$ cat config.mk
export PLATFORM = sky130hd
export DESIGN_NAME = text_terminal_buffer_engine_unit
export DESIGN_NICKNAME = d
export VERILOG_FILES = /design/src/sv/ttbe_pkg.sv /design/src/sv/ttbe_ram.sv /design/src/sv/ttbe_ctrl.sv /design/src/sv/ttbe_datapath.sv /design/src/sv/text_terminal_buffer_engine_unit.sv
export VERILOG_INCLUDE_DIRS = /design/src /design/src/sv
export SDC_FILE = /design/constraint.sdc
export NUM_CORES = 2
export LEC_CHECK = 0
export BUFFER_PORTS_ARGS = -buffer_cell sky130_fd_sc_hd__buf_2
export CAP_MARGIN = 0
export CORE_MARGIN = 2
export CORE_UTILIZATION = 31
export DETAILED_ROUTE_END_ITERATION = 12
export GPL_ROUTABILITY_DRIVEN = 0
export GPL_TIMING_DRIVEN = 1
export SYNTH_ARGS = -nofsm -noshare
export SYNTH_HDL_FRONTEND = slang
export SYNTH_SLANG_ARGS = --single-unit
$ cat constraint.sdc
create_clock -name clk -period 5.4 [get_ports clk]
set_input_delay 1.35 -clock clk [delete_from_list [all_inputs] [get_ports clk]]
set_output_delay 1.35 -clock clk [all_outputs]
set_load 0.02 [all_outputs]
$ cat src/sv/text_terminal_buffer_engine_unit_assert.svh
// Assertion macros for the text terminal engine. Clocked on clk, reset rst.
`ifndef TEXT_TERMINAL_BUFFER_ENGINE_UNIT_ASSERT_SVH
`define TEXT_TERMINAL_BUFFER_ENGINE_UNIT_ASSERT_SVH

// check while out of reset
`define TTBE_ASSERT(lbl, prop, msg) \
  lbl: assert property (@(posedge clk) disable iff (rst) prop) else $error(msg);

// check at every edge, reset included
`define TTBE_ASSERT_ALWAYS(lbl, prop, msg) \
  lbl: assert property (@(posedge clk) prop) else $error(msg);

`endif

$ cat src/sv/ttbe_pkg.sv
// ----------------------------------------------------------------------------
// ttbe_pkg
// Shared types and codes of the text terminal engine: opcodes, controller
// states, datapath commands and the datapath status bundle.
// ----------------------------------------------------------------------------
package ttbe_pkg;

  typedef enum logic [3:0] {
    OP_PUT         = 4'd0,
    OP_BACKSPACE   = 4'd1,
    OP_DELETE      = 4'd2,
    OP_LEFT        = 4'd3,
    OP_RIGHT       = 4'd4,
    OP_UP          = 4'd5,
    OP_DOWN        = 4'd6,
    OP_GOTO        = 4'd7,
    OP_CLEAR       = 4'd8,
    OP_CLRLINE     = 4'd9,
    OP_CLREOL      = 4'd10,
    OP_SCROLL_UP   = 4'd11,
    OP_SCROLL_DOWN = 4'd12,
    OP_INVERT      = 4'd13,
    OP_READ        = 4'd14,
    OP_ACK         = 4'd15
  } op_t;

  localparam logic [7:0] CH_SPACE = 8'h20;
  localparam logic [7:0] CH_TAB   = 8'h09;
  localparam logic [7:0] CH_CR    = 8'h0d;

  localparam logic REG_WORD_WRAP   = 1'b0;
  localparam logic REG_SCROLL_LOCK = 1'b1;

  typedef enum logic [4:0] {
    S_INIT,
    S_IDLE,
    S_DECODE,
    S_FILL,
    S_COPY_RD,
    S_COPY_WR,
    S_PUT_MOVE,
    S_CR_MOVE,
    S_TAB_CHK,
    S_TAB_MOVE,
    S_TAB_TEST,
    S_DEL_CHK,
    S_DEL_TAIL,
    S_SC1,
    S_SCR_TAIL,
    S_READ_CAP,
    S_DONE
  } state_t;

  typedef enum logic [4:0] {
    DP_NOP,
    DP_LATCH,
    DP_FILL_STEP,
    DP_COPY_RD,
    DP_COPY_WR,
    DP_SET_INIT,
    DP_SET_CLEAR,
    DP_SET_HOME_SP,
    DP_SET_ROW_FILL,
    DP_SET_EOL_CH,
    DP_SET_EOL_SP,
    DP_SET_CELL_CH,
    DP_SET_CELL_SP,
    DP_SET_DEL_COPY,
    DP_SET_DEL_TAIL,
    DP_SET_SCROLL_ONE,
    DP_SET_SCROLL_N,
    DP_SET_SCROLL_TAIL,
    DP_MOVE_RIGHT,
    DP_MOVE_LEFT,
    DP_MOVE_LEFT_BS,
    DP_UP,
    DP_DOWN,
    DP_GOTO,
    DP_CR_MOVE,
    DP_TAB_MARK,
    DP_INVERT,
    DP_READ_ADDR,
    DP_READ_CAP,
    DP_ACK
  } dp_cmd_t;

  typedef struct packed {
    op_t  op;
    logic ch_tab;
    logic ch_cr;
    logic ch_ctrl;
    logic put_block;
    logic mr_scroll;
    logic row_last;
    logic col_last;
    logic row_ok;
    logic cnt_zero;
    logic cnt_full;
    logic scroll_lock;
    logic sweep_last;
    logic unchanged;
    logic at_stop;
  } dp_status_t;

endpackage

$ cat src/sv/ttbe_ram.sv
// ----------------------------------------------------------------------------
// ttbe_ram
// Generic simple dual-port RAM: one write port, one read port, registered read.
// ----------------------------------------------------------------------------
module ttbe_ram #(
  parameter int WIDTH = 8,
  parameter int DEPTH = 168
) (
  input  logic                     clk,
  input  logic                     we,
  input  logic [$clog2(DEPTH)-1:0] waddr,
  input  logic [WIDTH-1:0]         wdata,
  input  logic [$clog2(DEPTH)-1:0] raddr,
  output logic [WIDTH-1:0]         rdata
);

  logic [WIDTH-1:0] mem [DEPTH];

  always_ff @(posedge clk) begin
    if (we) begin
      mem[waddr] <= wdata;
    end
    rdata <= mem[raddr];
  end

endmodule

$ cat src/sv/ttbe_ctrl.sv
// ----------------------------------------------------------------------------
// ttbe_ctrl
// Command sequencer: decodes the latched command and steps the datapath
// through its cursor updates and grid sweeps.
// ----------------------------------------------------------------------------
module ttbe_ctrl (
  input  logic                clk,
  input  logic                rst,
  input  logic                start,
  input  ttbe_pkg::dp_status_t st,
  output ttbe_pkg::dp_cmd_t   cmd,
  output logic                busy,
  output logic                done
);

  ttbe_pkg::state_t state, state_next;
  ttbe_pkg::state_t ret, ret_next;
  ttbe_pkg::state_t ret_scroll, ret_scroll_next;

  always_ff @(posedge clk) begin
    if (rst) begin
      state      <= ttbe_pkg::S_INIT;
      ret        <= ttbe_pkg::S_IDLE;
      ret_scroll <= ttbe_pkg::S_IDLE;
    end else begin
      state      <= state_next;
      ret        <= ret_next;
      ret_scroll <= ret_scroll_next;
    end
  end

  always_comb begin
    state_next      = state;
    ret_next        = ret;
    ret_scroll_next = ret_scroll;
    cmd             = ttbe_pkg::DP_NOP;
    busy            = 1'b1;
    done            = 1'b0;
    unique case (state)
      ttbe_pkg::S_INIT: begin
        cmd        = ttbe_pkg::DP_SET_INIT;
        ret_next   = ttbe_pkg::S_IDLE;
        state_next = ttbe_pkg::S_FILL;
      end
      ttbe_pkg::S_IDLE: begin
        busy = 1'b0;
        if (start) begin
          cmd        = ttbe_pkg::DP_LATCH;
          state_next = ttbe_pkg::S_DECODE;
        end
      end
      ttbe_pkg::S_DECODE: begin
        state_next = ttbe_pkg::S_DONE;
        unique case (st.op) inside
          ttbe_pkg::OP_PUT: begin
            if (st.ch_tab) begin
              cmd        = ttbe_pkg::DP_TAB_MARK;
              state_next = ttbe_pkg::S_TAB_CHK;
            end else if (st.ch_cr) begin
              cmd        = ttbe_pkg::DP_SET_EOL_SP;
              ret_next   = ttbe_pkg::S_CR_MOVE;
              state_next = ttbe_pkg::S_FILL;
            end else if (!st.ch_ctrl && !st.put_block) begin
              cmd        = ttbe_pkg::DP_SET_CELL_CH;
              ret_next   = ttbe_pkg::S_PUT_MOVE;
              state_next = ttbe_pkg::S_FILL;
            end
          end
          ttbe_pkg::OP_BACKSPACE: begin
            cmd        = ttbe_pkg::DP_MOVE_LEFT_BS;
            state_next = ttbe_pkg::S_DEL_CHK;
          end
          ttbe_pkg::OP_DELETE: state_next = ttbe_pkg::S_DEL_CHK;
          ttbe_pkg::OP_LEFT:   cmd = ttbe_pkg::DP_MOVE_LEFT;
          ttbe_pkg::OP_RIGHT:  state_next = ttbe_pkg::S_PUT_MOVE;
          ttbe_pkg::OP_UP:     cmd = ttbe_pkg::DP_UP;
          ttbe_pkg::OP_DOWN:   cmd = ttbe_pkg::DP_DOWN;
          ttbe_pkg::OP_GOTO:   cmd = ttbe_pkg::DP_GOTO;
          ttbe_pkg::OP_CLEAR: begin
            cmd        = ttbe_pkg::DP_SET_CLEAR;
            ret_next   = ttbe_pkg::S_DONE;
            state_next = ttbe_pkg::S_FILL;
          end
          ttbe_pkg::OP_CLRLINE: begin
            if (st.row_ok) begin
              cmd        = ttbe_pkg::DP_SET_ROW_FILL;
              ret_next   = ttbe_pkg::S_DONE;
              state_next = ttbe_pkg::S_FILL;
            end
          end
          ttbe_pkg::OP_CLREOL: begin
            cmd        = ttbe_pkg::DP_SET_EOL_CH;
            ret_next   = ttbe_pkg::S_DONE;
            state_next = ttbe_pkg::S_FILL;
          end
          ttbe_pkg::OP_SCROLL_UP, ttbe_pkg::OP_SCROLL_DOWN: begin
            if (st.scroll_lock || st.cnt_zero) begin
              state_next = ttbe_pkg::S_DONE;
            end else if (st.cnt_full) begin
              cmd        = ttbe_pkg::DP_SET_HOME_SP;
              ret_next   = ttbe_pkg::S_DONE;
              state_next = ttbe_pkg::S_FILL;
            end else begin
              cmd             = ttbe_pkg::DP_SET_SCROLL_N;
              ret_next        = ttbe_pkg::S_SCR_TAIL;
              ret_scroll_next = ttbe_pkg::S_DONE;
              state_next      = ttbe_pkg::S_COPY_RD;
            end
          end
          ttbe_pkg::OP_INVERT: begin
            if (st.row_ok) begin
              cmd = ttbe_pkg::DP_INVERT;
            end
          end
          ttbe_pkg::OP_READ: begin
            cmd        = ttbe_pkg::DP_READ_ADDR;
            state_next = ttbe_pkg::S_READ_CAP;
          end
          ttbe_pkg::OP_ACK: cmd = ttbe_pkg::DP_ACK;
          default: state_next = ttbe_pkg::S_DONE;
        endcase
      end
      ttbe_pkg::S_FILL: begin
        cmd = ttbe_pkg::DP_FILL_STEP;
        if (st.sweep_last) begin
          state_next = ret;
        end
      end
      ttbe_pkg::S_COPY_RD: begin
        cmd        = ttbe_pkg::DP_COPY_RD;
        state_next = ttbe_pkg::S_COPY_WR;
      end
      ttbe_pkg::S_COPY_WR: begin
        cmd        = ttbe_pkg::DP_COPY_WR;
        state_next = st.sweep_last ? ret : ttbe_pkg::S_COPY_RD;
      end
      ttbe_pkg::S_PUT_MOVE: begin
        cmd = ttbe_pkg::DP_MOVE_RIGHT;
        if (st.mr_scroll) begin
          ret_scroll_next = ttbe_pkg::S_DONE;
          state_next      = ttbe_pkg::S_SC1;
        end else begin
          state_next = ttbe_pkg::S_DONE;
        end
      end
      ttbe_pkg::S_CR_MOVE: begin
        cmd = ttbe_pkg::DP_CR_MOVE;
        if (st.row_last) begin
          ret_scroll_next = ttbe_pkg::S_DONE;
          state_next      = ttbe_pkg::S_SC1;
        end else begin
          state_next = ttbe_pkg::S_DONE;
        end
      end
      ttbe_pkg::S_TAB_CHK: begin
        if (st.put_block) begin
          state_next = ttbe_pkg::S_DONE;
        end else begin
          cmd        = ttbe_pkg::DP_SET_CELL_SP;
          ret_next   = ttbe_pkg::S_TAB_MOVE;
          state_next = ttbe_pkg::S_FILL;
        end
      end
      ttbe_pkg::S_TAB_MOVE: begin
        cmd = ttbe_pkg::DP_MOVE_RIGHT;
        if (st.mr_scroll) begin
          ret_scroll_next = ttbe_pkg::S_TAB_TEST;
          state_next      = ttbe_pkg::S_SC1;
        end else begin
          state_next = ttbe_pkg::S_TAB_TEST;
        end
      end
      ttbe_pkg::S_TAB_TEST: begin
        // stop on a tab stop or when the cursor is stuck
        if (st.unchanged || st.at_stop) begin
          state_next = ttbe_pkg::S_DONE;
        end else begin
          state_next = ttbe_pkg::S_TAB_CHK;
        end
      end
      ttbe_pkg::S_DEL_CHK: begin
        if (st.col_last) begin
          state_next = ttbe_pkg::S_DONE;
        end else begin
          cmd        = ttbe_pkg::DP_SET_DEL_COPY;
          ret_next   = ttbe_pkg::S_DEL_TAIL;
          state_next = ttbe_pkg::S_COPY_RD;
        end
      end
      ttbe_pkg::S_DEL_TAIL: begin
        cmd        = ttbe_pkg::DP_SET_DEL_TAIL;
        ret_next   = ttbe_pkg::S_DONE;
        state_next = ttbe_pkg::S_FILL;
      end
      ttbe_pkg::S_SC1: begin
        if (st.scroll_lock) begin
          state_next = ret_scroll;
        end else begin
          cmd        = ttbe_pkg::DP_SET_SCROLL_ONE;
          ret_next   = ttbe_pkg::S_SCR_TAIL;
          state_next = ttbe_pkg::S_COPY_RD;
        end
      end
      ttbe_pkg::S_SCR_TAIL: begin
        cmd        = ttbe_pkg::DP_SET_SCROLL_TAIL;
        ret_next   = ret_scroll;
        state_next = ttbe_pkg::S_FILL;
      end
      ttbe_pkg::S_READ_CAP: begin
        cmd        = ttbe_pkg::DP_READ_CAP;
        state_next = ttbe_pkg::S_DONE;
      end
      ttbe_pkg::S_DONE: begin
        done       = 1'b1;
        state_next = ttbe_pkg::S_IDLE;
      end
      default: state_next = ttbe_pkg::S_IDLE;
    endcase
  end

endmodule

$ cat src/sv/ttbe_datapath.sv
// ----------------------------------------------------------------------------
// ttbe_datapath
// Cursor, row flags, mode registers, latched command fields and the sweep
// engine that fills and moves cells in the character grid RAM.
// ----------------------------------------------------------------------------
module ttbe_datapath #(
  parameter int COLUMNS  = 21,
  parameter int ROWS     = 8,
  parameter int TAB_STOP = 4
) (
  input  logic                 clk,
  input  logic                 rst,
  input  ttbe_pkg::dp_cmd_t    cmd,
  output ttbe_pkg::dp_status_t st,
  input  logic [3:0]           opcode,
  input  logic [7:0]           char_code,
  input  logic [4:0]           column,
  input  logic [2:0]           row,
  input  logic [3:0]           count,
  input  logic                 flag,
  input  logic                 wr_en,
  input  logic                 wr_index,
  input  logic                 wr_data,
  output logic [4:0]           cursor_col,
  output logic [2:0]           cursor_line,
  output logic [7:0]           read_char,
  output logic                 read_inverse,
  output logic [7:0]           dirty_rows
);

  localparam int CW    = $clog2(COLUMNS);
  localparam int CELLS = COLUMNS * ROWS;
  localparam int AW    = $clog2(CELLS);

  localparam logic [CW-1:0] COL_LAST  = CW'(COLUMNS - 1);
  localparam logic [2:0]    ROW_LAST  = 3'(ROWS - 1);
  localparam logic [AW-1:0] ADDR_COLS = AW'(COLUMNS);
  localparam logic [AW-1:0] ADDR_LAST = AW'(CELLS - 1);
  localparam logic [AW-1:0] ADDR_ONE  = AW'(1);

  // tab stop table, one bit per column
  logic [COLUMNS-1:0] stop_vec;
  for (genvar g = 0; g < COLUMNS; g++) begin : g_stop
    localparam bit IS_STOP = (g % TAB_STOP) == 0;
    assign stop_vec[g] = IS_STOP;
  end

  logic [CW-1:0] cur_col, pc;
  logic [2:0]    cur_row, pr;
  logic [7:0]    row_inverse, row_dirty;
  logic          word_wrap, scroll_lock;

  ttbe_pkg::op_t l_op;
  logic [7:0]    l_ch;
  logic [4:0]    l_col;
  logic [2:0]    l_row;
  logic [3:0]    l_cnt;
  logic          l_flg;

  logic [AW-1:0] sw_addr, sw_last, sw_off;
  logic          sw_down;
  logic [7:0]    sw_ch;

  logic [7:0]    rd_char;
  logic          rd_inv;

  logic          ram_we;
  logic [AW-1:0] ram_waddr, ram_raddr;
  logic [7:0]    ram_wdata, ram_rdata;

  logic [CW-1:0] goto_col;
  logic [2:0]    goto_row;
  logic [AW-1:0] cur_cell, row_end, lrow_base, scr_off, goto_cell, copy_src;

  assign goto_col  = (int'(l_col) >= COLUMNS) ? COL_LAST : CW'(l_col);
  assign goto_row  = (int'(l_row) >= ROWS) ? ROW_LAST : l_row;
  assign cur_cell  = AW'(cur_row) * ADDR_COLS + AW'(cur_col);
  assign row_end   = AW'(cur_row) * ADDR_COLS + ADDR_COLS - ADDR_ONE;
  assign lrow_base = AW'(l_row) * ADDR_COLS;
  assign scr_off   = AW'(l_cnt[2:0]) * ADDR_COLS;
  assign goto_cell = AW'(goto_row) * ADDR_COLS + AW'(goto_col);
  assign copy_src  = sw_down ? (sw_addr - sw_off) : (sw_addr + sw_off);

  always_comb begin
    ram_we    = 1'b0;
    ram_waddr = sw_addr;
    ram_wdata = sw_ch;
    ram_raddr = copy_src;
    case (cmd)
      ttbe_pkg::DP_FILL_STEP: ram_we = 1'b1;
      ttbe_pkg::DP_COPY_WR: begin
        ram_we    = 1'b1;
        ram_wdata = ram_rdata;
      end
      ttbe_pkg::DP_READ_ADDR: ram_raddr = goto_cell;
      default: ram_we = 1'b0;
    endcase
  end

  ttbe_ram #(.WIDTH(8), .DEPTH(CELLS)) u_grid (
    .clk   (clk),
    .we    (ram_we),
    .waddr (ram_waddr),
    .wdata (ram_wdata),
    .raddr (ram_raddr),
    .rdata (ram_rdata)
  );

  // command fields, sweep registers
  always_ff @(posedge clk) begin
    unique case (cmd)
      ttbe_pkg::DP_LATCH: begin
        l_op  <= ttbe_pkg::op_t'(opcode);
        l_ch  <= char_code;
        l_col <= column;
        l_row <= row;
        l_cnt <= count;
        l_flg <= flag;
      end
      ttbe_pkg::DP_FILL_STEP: sw_addr <= sw_addr + ADDR_ONE;
      ttbe_pkg::DP_COPY_WR:   sw_addr <= sw_down ? sw_addr - ADDR_ONE : sw_addr + ADDR_ONE;
      ttbe_pkg::DP_SET_INIT, ttbe_pkg::DP_SET_HOME_SP, ttbe_pkg::DP_SET_CLEAR: begin
        sw_addr <= '0;
        sw_last <= ADDR_LAST;
        sw_ch   <= (cmd == ttbe_pkg::DP_SET_CLEAR) ? l_ch : ttbe_pkg::CH_SPACE;
      end
      ttbe_pkg::DP_SET_ROW_FILL: begin
        sw_addr <= lrow_base;
        sw_last <= lrow_base + ADDR_COLS - ADDR_ONE;
        sw_ch   <= l_ch;
      end
      ttbe_pkg::DP_SET_EOL_CH, ttbe_pkg::DP_SET_EOL_SP: begin
        sw_addr <= cur_cell;
        sw_last <= row_end;
        sw_ch   <= (cmd == ttbe_pkg::DP_SET_EOL_CH) ? l_ch : ttbe_pkg::CH_SPACE;
      end
      ttbe_pkg::DP_SET_CELL_CH, ttbe_pkg::DP_SET_CELL_SP: begin
        sw_addr <= cur_cell;
        sw_last <= cur_cell;
        sw_ch   <= (cmd == ttbe_pkg::DP_SET_CELL_CH) ? l_ch : ttbe_pkg::CH_SPACE;
        pc      <= cur_col;
        pr      <= cur_row;
      end
      ttbe_pkg::DP_SET_DEL_COPY: begin
        sw_addr <= cur_cell;
        sw_last <= row_end - ADDR_ONE;
        sw_off  <= ADDR_ONE;
        sw_down <= 1'b0;
      end
      ttbe_pkg::DP_SET_DEL_TAIL: begin
        sw_addr <= row_end;
        sw_last <= row_end;
        sw_ch   <= ttbe_pkg::CH_SPACE;
      end
      ttbe_pkg::DP_SET_SCROLL_ONE: begin
        sw_addr <= '0;
        sw_last <= ADDR_LAST - ADDR_COLS;
        sw_off  <= ADDR_COLS;
        sw_down <= 1'b0;
      end
      ttbe_pkg::DP_SET_SCROLL_N: begin
        sw_off <= scr_off;
        if (l_op == ttbe_pkg::OP_SCROLL_DOWN) begin
          sw_down <= 1'b1;
          sw_addr <= ADDR_LAST;
          sw_last <= scr_off;
        end else begin
          sw_down <= 1'b0;
          sw_addr <= '0;
          sw_last <= ADDR_LAST - scr_off;
        end
      end
      ttbe_pkg::DP_SET_SCROLL_TAIL: begin
        sw_ch <= ttbe_pkg::CH_SPACE;
        if (sw_down) begin
          sw_addr <= '0;
          sw_last <= sw_off - ADDR_ONE;
        end else begin
          sw_addr <= ADDR_LAST - sw_off + ADDR_ONE;
          sw_last <= ADDR_LAST;
        end
      end
      default: sw_ch <= sw_ch;
    endcase
  end

  // cursor, flags, modes
  always_ff @(posedge clk) begin
    if (rst) begin
      cur_col     <= '0;
      cur_row     <= '0;
      row_inverse <= '0;
      row_dirty   <= '0;
      word_wrap   <= 1'b1;
      scroll_lock <= 1'b0;
      rd_char     <= '0;
      rd_inv      <= 1'b0;
    end else begin
      if (wr_en) begin
        unique case (wr_index)
          ttbe_pkg::REG_WORD_WRAP:   word_wrap   <= wr_data;
          ttbe_pkg::REG_SCROLL_LOCK: scroll_lock <= wr_data;
          default:                   word_wrap   <= word_wrap;
        endcase
      end
      unique case (cmd)
        ttbe_pkg::DP_LATCH: begin
          rd_char <= '0;
          rd_inv  <= 1'b0;
        end
        ttbe_pkg::DP_SET_CLEAR, ttbe_pkg::DP_SET_HOME_SP: begin
          cur_col   <= '0;
          cur_row   <= '0;
          row_dirty <= '1;
          if (cmd == ttbe_pkg::DP_SET_CLEAR && l_flg) begin
            row_inverse <= '0;
          end
        end
        ttbe_pkg::DP_SET_SCROLL_ONE, ttbe_pkg::DP_SET_SCROLL_N: row_dirty <= '1;
        ttbe_pkg::DP_SET_ROW_FILL: row_dirty[l_row] <= 1'b1;
        ttbe_pkg::DP_SET_EOL_CH, ttbe_pkg::DP_SET_EOL_SP, ttbe_pkg::DP_SET_CELL_CH,
        ttbe_pkg::DP_SET_CELL_SP, ttbe_pkg::DP_SET_DEL_COPY, ttbe_pkg::DP_TAB_MARK:
          row_dirty[cur_row] <= 1'b1;
        ttbe_pkg::DP_MOVE_RIGHT: begin
          if (cur_col != COL_LAST) begin
            cur_col <= cur_col + CW'(1);
          end else if (word_wrap && !(scroll_lock && cur_row == ROW_LAST)) begin
            // wrap; the bottom row stays put and the grid scrolls instead
            row_dirty[cur_row] <= 1'b1;
            cur_col            <= '0;
            if (cur_row != ROW_LAST) begin
              cur_row <= cur_row + 3'd1;
            end
          end
        end
        ttbe_pkg::DP_MOVE_LEFT, ttbe_pkg::DP_MOVE_LEFT_BS: begin
          if (cmd == ttbe_pkg::DP_MOVE_LEFT_BS) begin
            row_dirty[cur_row] <= 1'b1;
          end
          if (cur_col != '0) begin
            cur_col <= cur_col - CW'(1);
          end else if (cur_row != '0 && word_wrap) begin
            row_dirty[cur_row] <= 1'b1;
            cur_row            <= cur_row - 3'd1;
            cur_col            <= COL_LAST;
          end
        end
        ttbe_pkg::DP_UP: begin
          row_dirty[cur_row] <= 1'b1;
          if (cur_row != '0) begin
            cur_row <= cur_row - 3'd1;
          end
        end
        ttbe_pkg::DP_DOWN: begin
          if (cur_row != ROW_LAST) begin
            row_dirty[cur_row] <= 1'b1;
            cur_row            <= cur_row + 3'd1;
          end
        end
        ttbe_pkg::DP_GOTO: begin
          if (goto_row != cur_row) begin
            row_dirty[cur_row] <= 1'b1;
          end
          cur_col <= goto_col;
          cur_row <= goto_row;
        end
        ttbe_pkg::DP_CR_MOVE: begin
          cur_col <= '0;
          if (cur_row != ROW_LAST) begin
            cur_row <= cur_row + 3'd1;
          end
        end
        ttbe_pkg::DP_INVERT: begin
          row_inverse[l_row] <= l_flg;
          row_dirty[l_row]   <= 1'b1;
        end
        ttbe_pkg::DP_READ_CAP: begin
          rd_char <= ram_rdata;
          rd_inv  <= row_inverse[goto_row];
        end
        ttbe_pkg::DP_ACK: row_dirty <= '0;
        default: rd_inv <= rd_inv;
      endcase
    end
  end

  always_comb begin
    st.op          = l_op;
    st.ch_tab      = (l_ch == ttbe_pkg::CH_TAB);
    st.ch_cr       = (l_ch == ttbe_pkg::CH_CR);
    st.ch_ctrl     = (l_ch < ttbe_pkg::CH_SPACE);
    st.put_block   = !word_wrap && (cur_col == COL_LAST);
    st.mr_scroll   = (cur_col == COL_LAST) && word_wrap && !scroll_lock &&
                     (cur_row == ROW_LAST);
    st.row_last    = (cur_row == ROW_LAST);
    st.col_last    = (cur_col == COL_LAST);
    st.row_ok      = int'(l_row) < ROWS;
    st.cnt_zero    = (l_cnt == '0);
    st.cnt_full    = int'(l_cnt) >= ROWS;
    st.scroll_lock = scroll_lock;
    st.sweep_last  = (sw_addr == sw_last);
    st.unchanged   = (pc == cur_col) && (pr == cur_row);
    st.at_stop     = stop_vec[cur_col];
  end

  assign cursor_col   = 5'(cur_col);
  assign cursor_line  = cur_row;
  assign read_char    = rd_char;
  assign read_inverse = rd_inv;
  assign dirty_rows   = row_dirty;

endmodule

$ cat src/sv/text_terminal_buffer_engine_unit.sv
// ----------------------------------------------------------------------------
// text_terminal_buffer_engine_unit
// Text-mode terminal engine: character grid, cursor, per-row inverse and
// dirty flags, with word wrap and scroll lock modes.
// ----------------------------------------------------------------------------
// Pulse start while busy is low to issue one command; each command returns
// exactly one result, shown for a single cycle with done high, and the next
// command can be issued in the cycle after done. The grid sits in a RAM that
// moves one cell per cycle for fills, while copies read and then write each
// cell, so timing follows the cells touched; a tab repeats the put per
// column it covers. After reset the engine blanks the grid with busy high;
// configuration writes are taken during that time.
// ----------------------------------------------------------------------------
`include "text_terminal_buffer_engine_unit_assert.svh"

module text_terminal_buffer_engine_unit #(
  parameter int COLUMNS  = 21,
  parameter int ROWS     = 8,
  parameter int TAB_STOP = 4
) (
  input  logic       clk,
  input  logic       rst,
  input  logic       start,
  output logic       busy,
  output logic       done,
  input  logic [3:0] opcode,
  input  logic [7:0] char_code,
  input  logic [4:0] column,
  input  logic [2:0] row,
  input  logic [3:0] count,
  input  logic       flag,
  output logic [4:0] cursor_col,
  output logic [2:0] cursor_line,
  output logic [7:0] read_char,
  output logic       read_inverse,
  output logic [7:0] dirty_rows,
  input  logic       wr_en,
  input  logic       wr_index,
  input  logic       wr_data
);

  ttbe_pkg::dp_cmd_t    cmd;
  ttbe_pkg::dp_status_t st;

  ttbe_ctrl u_ctrl (
    .clk   (clk),
    .rst   (rst),
    .start (start),
    .st    (st),
    .cmd   (cmd),
    .busy  (busy),
    .done  (done)
  );

  ttbe_datapath #(
    .COLUMNS  (COLUMNS),
    .ROWS     (ROWS),
    .TAB_STOP (TAB_STOP)
  ) u_dp (
    .clk          (clk),
    .rst          (rst),
    .cmd          (cmd),
    .st           (st),
    .opcode       (opcode),
    .char_code    (char_code),
    .column       (column),
    .row          (row),
    .count        (count),
    .flag         (flag),
    .wr_en        (wr_en),
    .wr_index     (wr_index),
    .wr_data      (wr_data),
    .cursor_col   (cursor_col),
    .cursor_line  (cursor_line),
    .read_char    (read_char),
    .read_inverse (read_inverse),
    .dirty_rows   (dirty_rows)
  );

  `TTBE_ASSERT_ALWAYS(a_reset_init, rst |=> busy, "no grid blanking pass after reset")
  `TTBE_ASSERT(a_accept_busy, (start && !busy) |=> busy, "accepted transaction not busy")
  `TTBE_ASSERT(a_done_pulse, done |=> !done, "result strobe longer than one cycle")
  `TTBE_ASSERT(a_done_busy, done |-> busy, "result strobe outside a transaction")
  `TTBE_ASSERT(a_row_range, int'(cursor_line) < ROWS, "cursor row beyond last row")

endmodule
==> impl_metrics.py <==
metrics = {
    "cts": {
        "clkLatencyLatePin_ns": 0.80,
        "path_clk_slew_ns": 0.06,
        "cts_buffer_depth": 3,
        "cts_buffers": 147,
        "htree_levels": 4,
        "cts-root-buf": "clkbuf_16",
        "cts.sinks": 1467,
        "cts_tree": "yes",
    },
    "synth": {
        "seq_area_frac_synth": 0.6869,
        "ys_ff_latch": 1467,
        "synth-edff-count": 1410,
        "netlist-cell-type-count": 106,
        "netlist_area_um2": 63300,
        "synthFlopType": "edfxtp_1",
        "async_reset_ff_frac": 0,
        "syn-num-nets": 5153,
        "postSynthAreaPerCell_um2": 12.48,
        "yosysWarnings": 0,
        "netlist_instances": 5071,
    },
    "placed_design": {
        "placed_area_um2": 68310,
        "portBuffers": 57,
        "dpl.cell_count": 7794,
        "dpl.hpwl_mm": 128.3,
    },
    "power": {
        "power_switching_w": 0.01925,
        "internal_power_w": 0.02637,
        "cellLeakagePower_nw": 24.73,
        "p_sw_frac": 0.4219,
        "power_w": 0.04562,
        "power.share.clock": 0.219,
        "p_per_area_nw_per_um2": 624.9,
        "pwr-share-comb": 0.460,
        "vdd_drop_max_mv": 0.4960,
        "p_seq_frac": 0.321,
    },
    "setup_path": {
        "worst_setup_path_start_kind": "flop",
        "crit_required_ns": 6.05,
        "r2r-start": "u_ctrl.state[0]",
        "r2r_end": "u_dp.u_grid.rdata[7]",
        "cp.arrival_ns": 5.93,
        "rrSetupSlack_ns": 0.12,
        "critical_path_class": "reg -> reg",
        "path_max_fanout": 88,
        "critPathCaptureType": "flop",
        "rr_worst_depth": 14,
    },
    "global_routing": {
        "grt_pass1_wl_mm": 289.1,
        "grt_max_degree": 147,
        "antenna_found_initial": 1,
        "grt_pass1_vias": 41590,
        "grtUsageTotal": 0.1851,
        "overflow": 0,
    },
    "layout": {
        "area_growth_pct": 15.32,
        "fin_util": 0.3604,
        "final_common_cell": "edfxtp_1",
        "drive_above_1_share": 0.1206,
        "layout_common_cells": "edfxtp_1 (1410), nand2_1 (1087), nand3_1 (433)",
        "layout.cells.non_filler": 8062,
        "diodes": 0,
        "design_area_um2": 73000,
        "num-nets-final": 5355,
        "fillers": 19270,
    },
    "drt": {
        "drt_iter0_drc": 6041,
        "via_per_inst": 5.458,
        "drt-total-wl_mm": 199.0,
        "drc": 0,
        "wl_per_cell_um": 24.68,
        "firstDrtPassIters": 8,
        "dr_total_vias": 44010,
        "ant_nets": 0,
    },
    "sta": {
        "drv_slew": 0,
        "maxSlewHeadroom": 0.1815,
        "final.setup_skew_ns": 0.06421,
        "tns_ns": 0,
        "rsz0062_at_grt": "no",
        "worst-slew-pin-transition_ns": 1.228,
        "hold_viol": 0,
        "clock.fmax_mhz": 189.4,
        "min_period_ns": 5.279,
        "setup_violations": 0,
        "fin_crit_sh": 0.9775,
    },
    "job": {
        "drv_cap": 0,
    },
    "die": {
        "die_y_um": 455.9,
        "row_count": 165,
        "die-area_um2": 207800,
        "ioPinCount": 58,
        "start_util": 0.3126,
        "core_um2": 202500,
        "die_w_um": 455.9,
    },
    "worst_hold_path": {
        "worstHoldStart": "u_dp.read_char[5]",
        "holdCritPathClass": "reg -> reg",
        "hold_path_depth": 2,
        "hold_end": "u_dp.read_char[5]",
    },
    "outcome": {
        "outcome": "completed",
    },
}
area by class of cell:
cell class | count | area [µm²] | area share
inverters | 39 | 146.4 | 0.002005
clock inverters | 71 | 668.1 | 0.009153
well taps | 2672 | 3343 | 0.04580
repair buffers | 377 | 3226 | 0.04419
clock buffers | 195 | 3983 | 0.05456
multi-input cells | 3241 | 18150 | 0.2486
flip-flops and latches | 1467 | 43480 | 0.5957
cell families (layout without fill, tap and decap cells):
logic type | Yosys count | after routing | synth area share
flip-flops | 1467 | 1467 | 0.6869
adder cells (fa/ha/maj) | 51 | 51 | 0.01067
AND/OR/NAND/NOR | 2180 | 2180 | 0.1535
buffers and inverters | 363 | 682 | 0.02997
XOR/XNOR | 91 | 91 | 0.01259
AO/OA/AOI/OAI | 785 | 785 | 0.08486
multiplexers | 134 | 134 | 0.02147
cells in the mapped netlist, drive strengths merged (9+ instances only):
cell type	count	area, µm²
edfxtp	1410	42340
nand2	1091	4105
nand3	437	2222
nor2	320	1231
buf	208	1314
a21oi	189	953.4
mux2i	120	1201
clkbuf	116	436.7
o21ai	103	530.5
a31oi	98	619.3
a211oi	97	728.2
and3	89	558.0
nand4	65	406.6
dfxtp	57	1141
a32oi	52	455.4
xnor2	50	437.9
ha	46	575.6
xor2	41	359.1
inv	39	146.4
nor3	37	190.2
a22oi	35	267.8
o211ai	31	247.7
a221oi	29	266.5
nor2b	29	181.4
nor4	25	192.7
o22ai	23	156.4
nand2b	20	125.1
and2	19	118.9
a2111oi	17	167.7
mux2	14	157.6
a311oi	12	105.1
a21o	10	75.07
o31ai	10	75.07
o2111ai	9	78.83
sequential cells by signal, indices dropped and copies added (netlist names), 3 cells and up:
signal	flops
u_dp.goto_row	3
u_dp.l_op	4
u_dp.sw_ch	8
u_dp.u_grid.mem	1344
u_dp.cursor_line	3
u_dp.l_col	5
u_ctrl.ret	5
u_dp.sw_off	8
u_dp.pr	3
u_dp.dirty_rows	8
u_dp.read_char	8
u_dp.cursor_col	5
u_ctrl.state	5
u_dp.ram_waddr	8
u_dp.l_cnt	4
u_dp.sw_last	8
u_dp.l_ch	8
u_dp.pc	5
u_dp.row_inverse	8
u_dp.u_grid.rdata	8
u_ctrl.ret_scroll	3
power by group through the flow:
stage / combinational, W / sequential (W) / clock, W
final: 0.0210 / 0.0147 / 0.00999
after global routing: 0.0220 / 0.0147 / 0.0105
after CTS: 0.0205 / 0.0146 / 0.0101
after detailed placement: 0.0204 / 0.0149 / 0
after global placement: 0.0203 / 0.0149 / 0
after floorplan: 0.0109 / 0.0147 / 0
timing repair:
action,in CTS,in global routing
endpoints found under the setup margin,1,3
gates resized for setup,1,2
buffers inserted,0,2
hold buffers,0,0
pin swaps,0,1
critical path, stage by stage (launching register included):
cell	delay [ns]
dfxtp_1	0.74
nor3b_1	0.47
nand2_1	0.42
and3_2	0.39
nand3_4	0.13
buf_4	0.23
nor3_1	0.11
nor2_4	0.19
buf_12	0.41
mux2i_1	0.22
o2111ai_1	0.42
o211ai_1	0.26
a2111o_1	0.57
nor4_2	0.43
a221oi_1	0.09
how the worst max path moves through the flow:
stage | from | to | slack, ns | depth (start not counted)
finish | u_ctrl.state[0] | u_dp.u_grid.rdata[7] | 0.12 | 14
global route | u_dp.l_op[1] | u_dp.u_grid.rdata[7] | 0.01 | 14
CTS | u_ctrl.state[0] | u_dp.u_grid.rdata[3] | 0.05 | 15
detailed placement | start | u_dp.u_grid.rdata[7] | -0.49 | 17
global placement | start | u_dp.u_grid.rdata[7] | -0.56 | 17
floorplan | start | u_dp.u_grid.rdata[1] | 1.19 | 17
stage by stage:
stage | setup slack (ns) | hold slack (ns)
floorplan | 1.188 | 0.4295
global placement | -0.5591 | 0.4451
detailed placement | -0.4870 | 0.4561
CTS | 0.04691 | 0.4635
global route | 0.01142 | 0.4880
finish | 0.1214 | 0.4643
routing by layer:
metal / wire [µm] / share of wire / global-route usage
met1: 82700 / 0.42 / 0.2578
met2: 88640 / 0.45 / 0.2829
met3: 20920 / 0.11 / 0.04531
met4: 6707 / 0.034 / 0.05862
met5: 0 / 0 / 0
(Power assumes the default switching activity.)
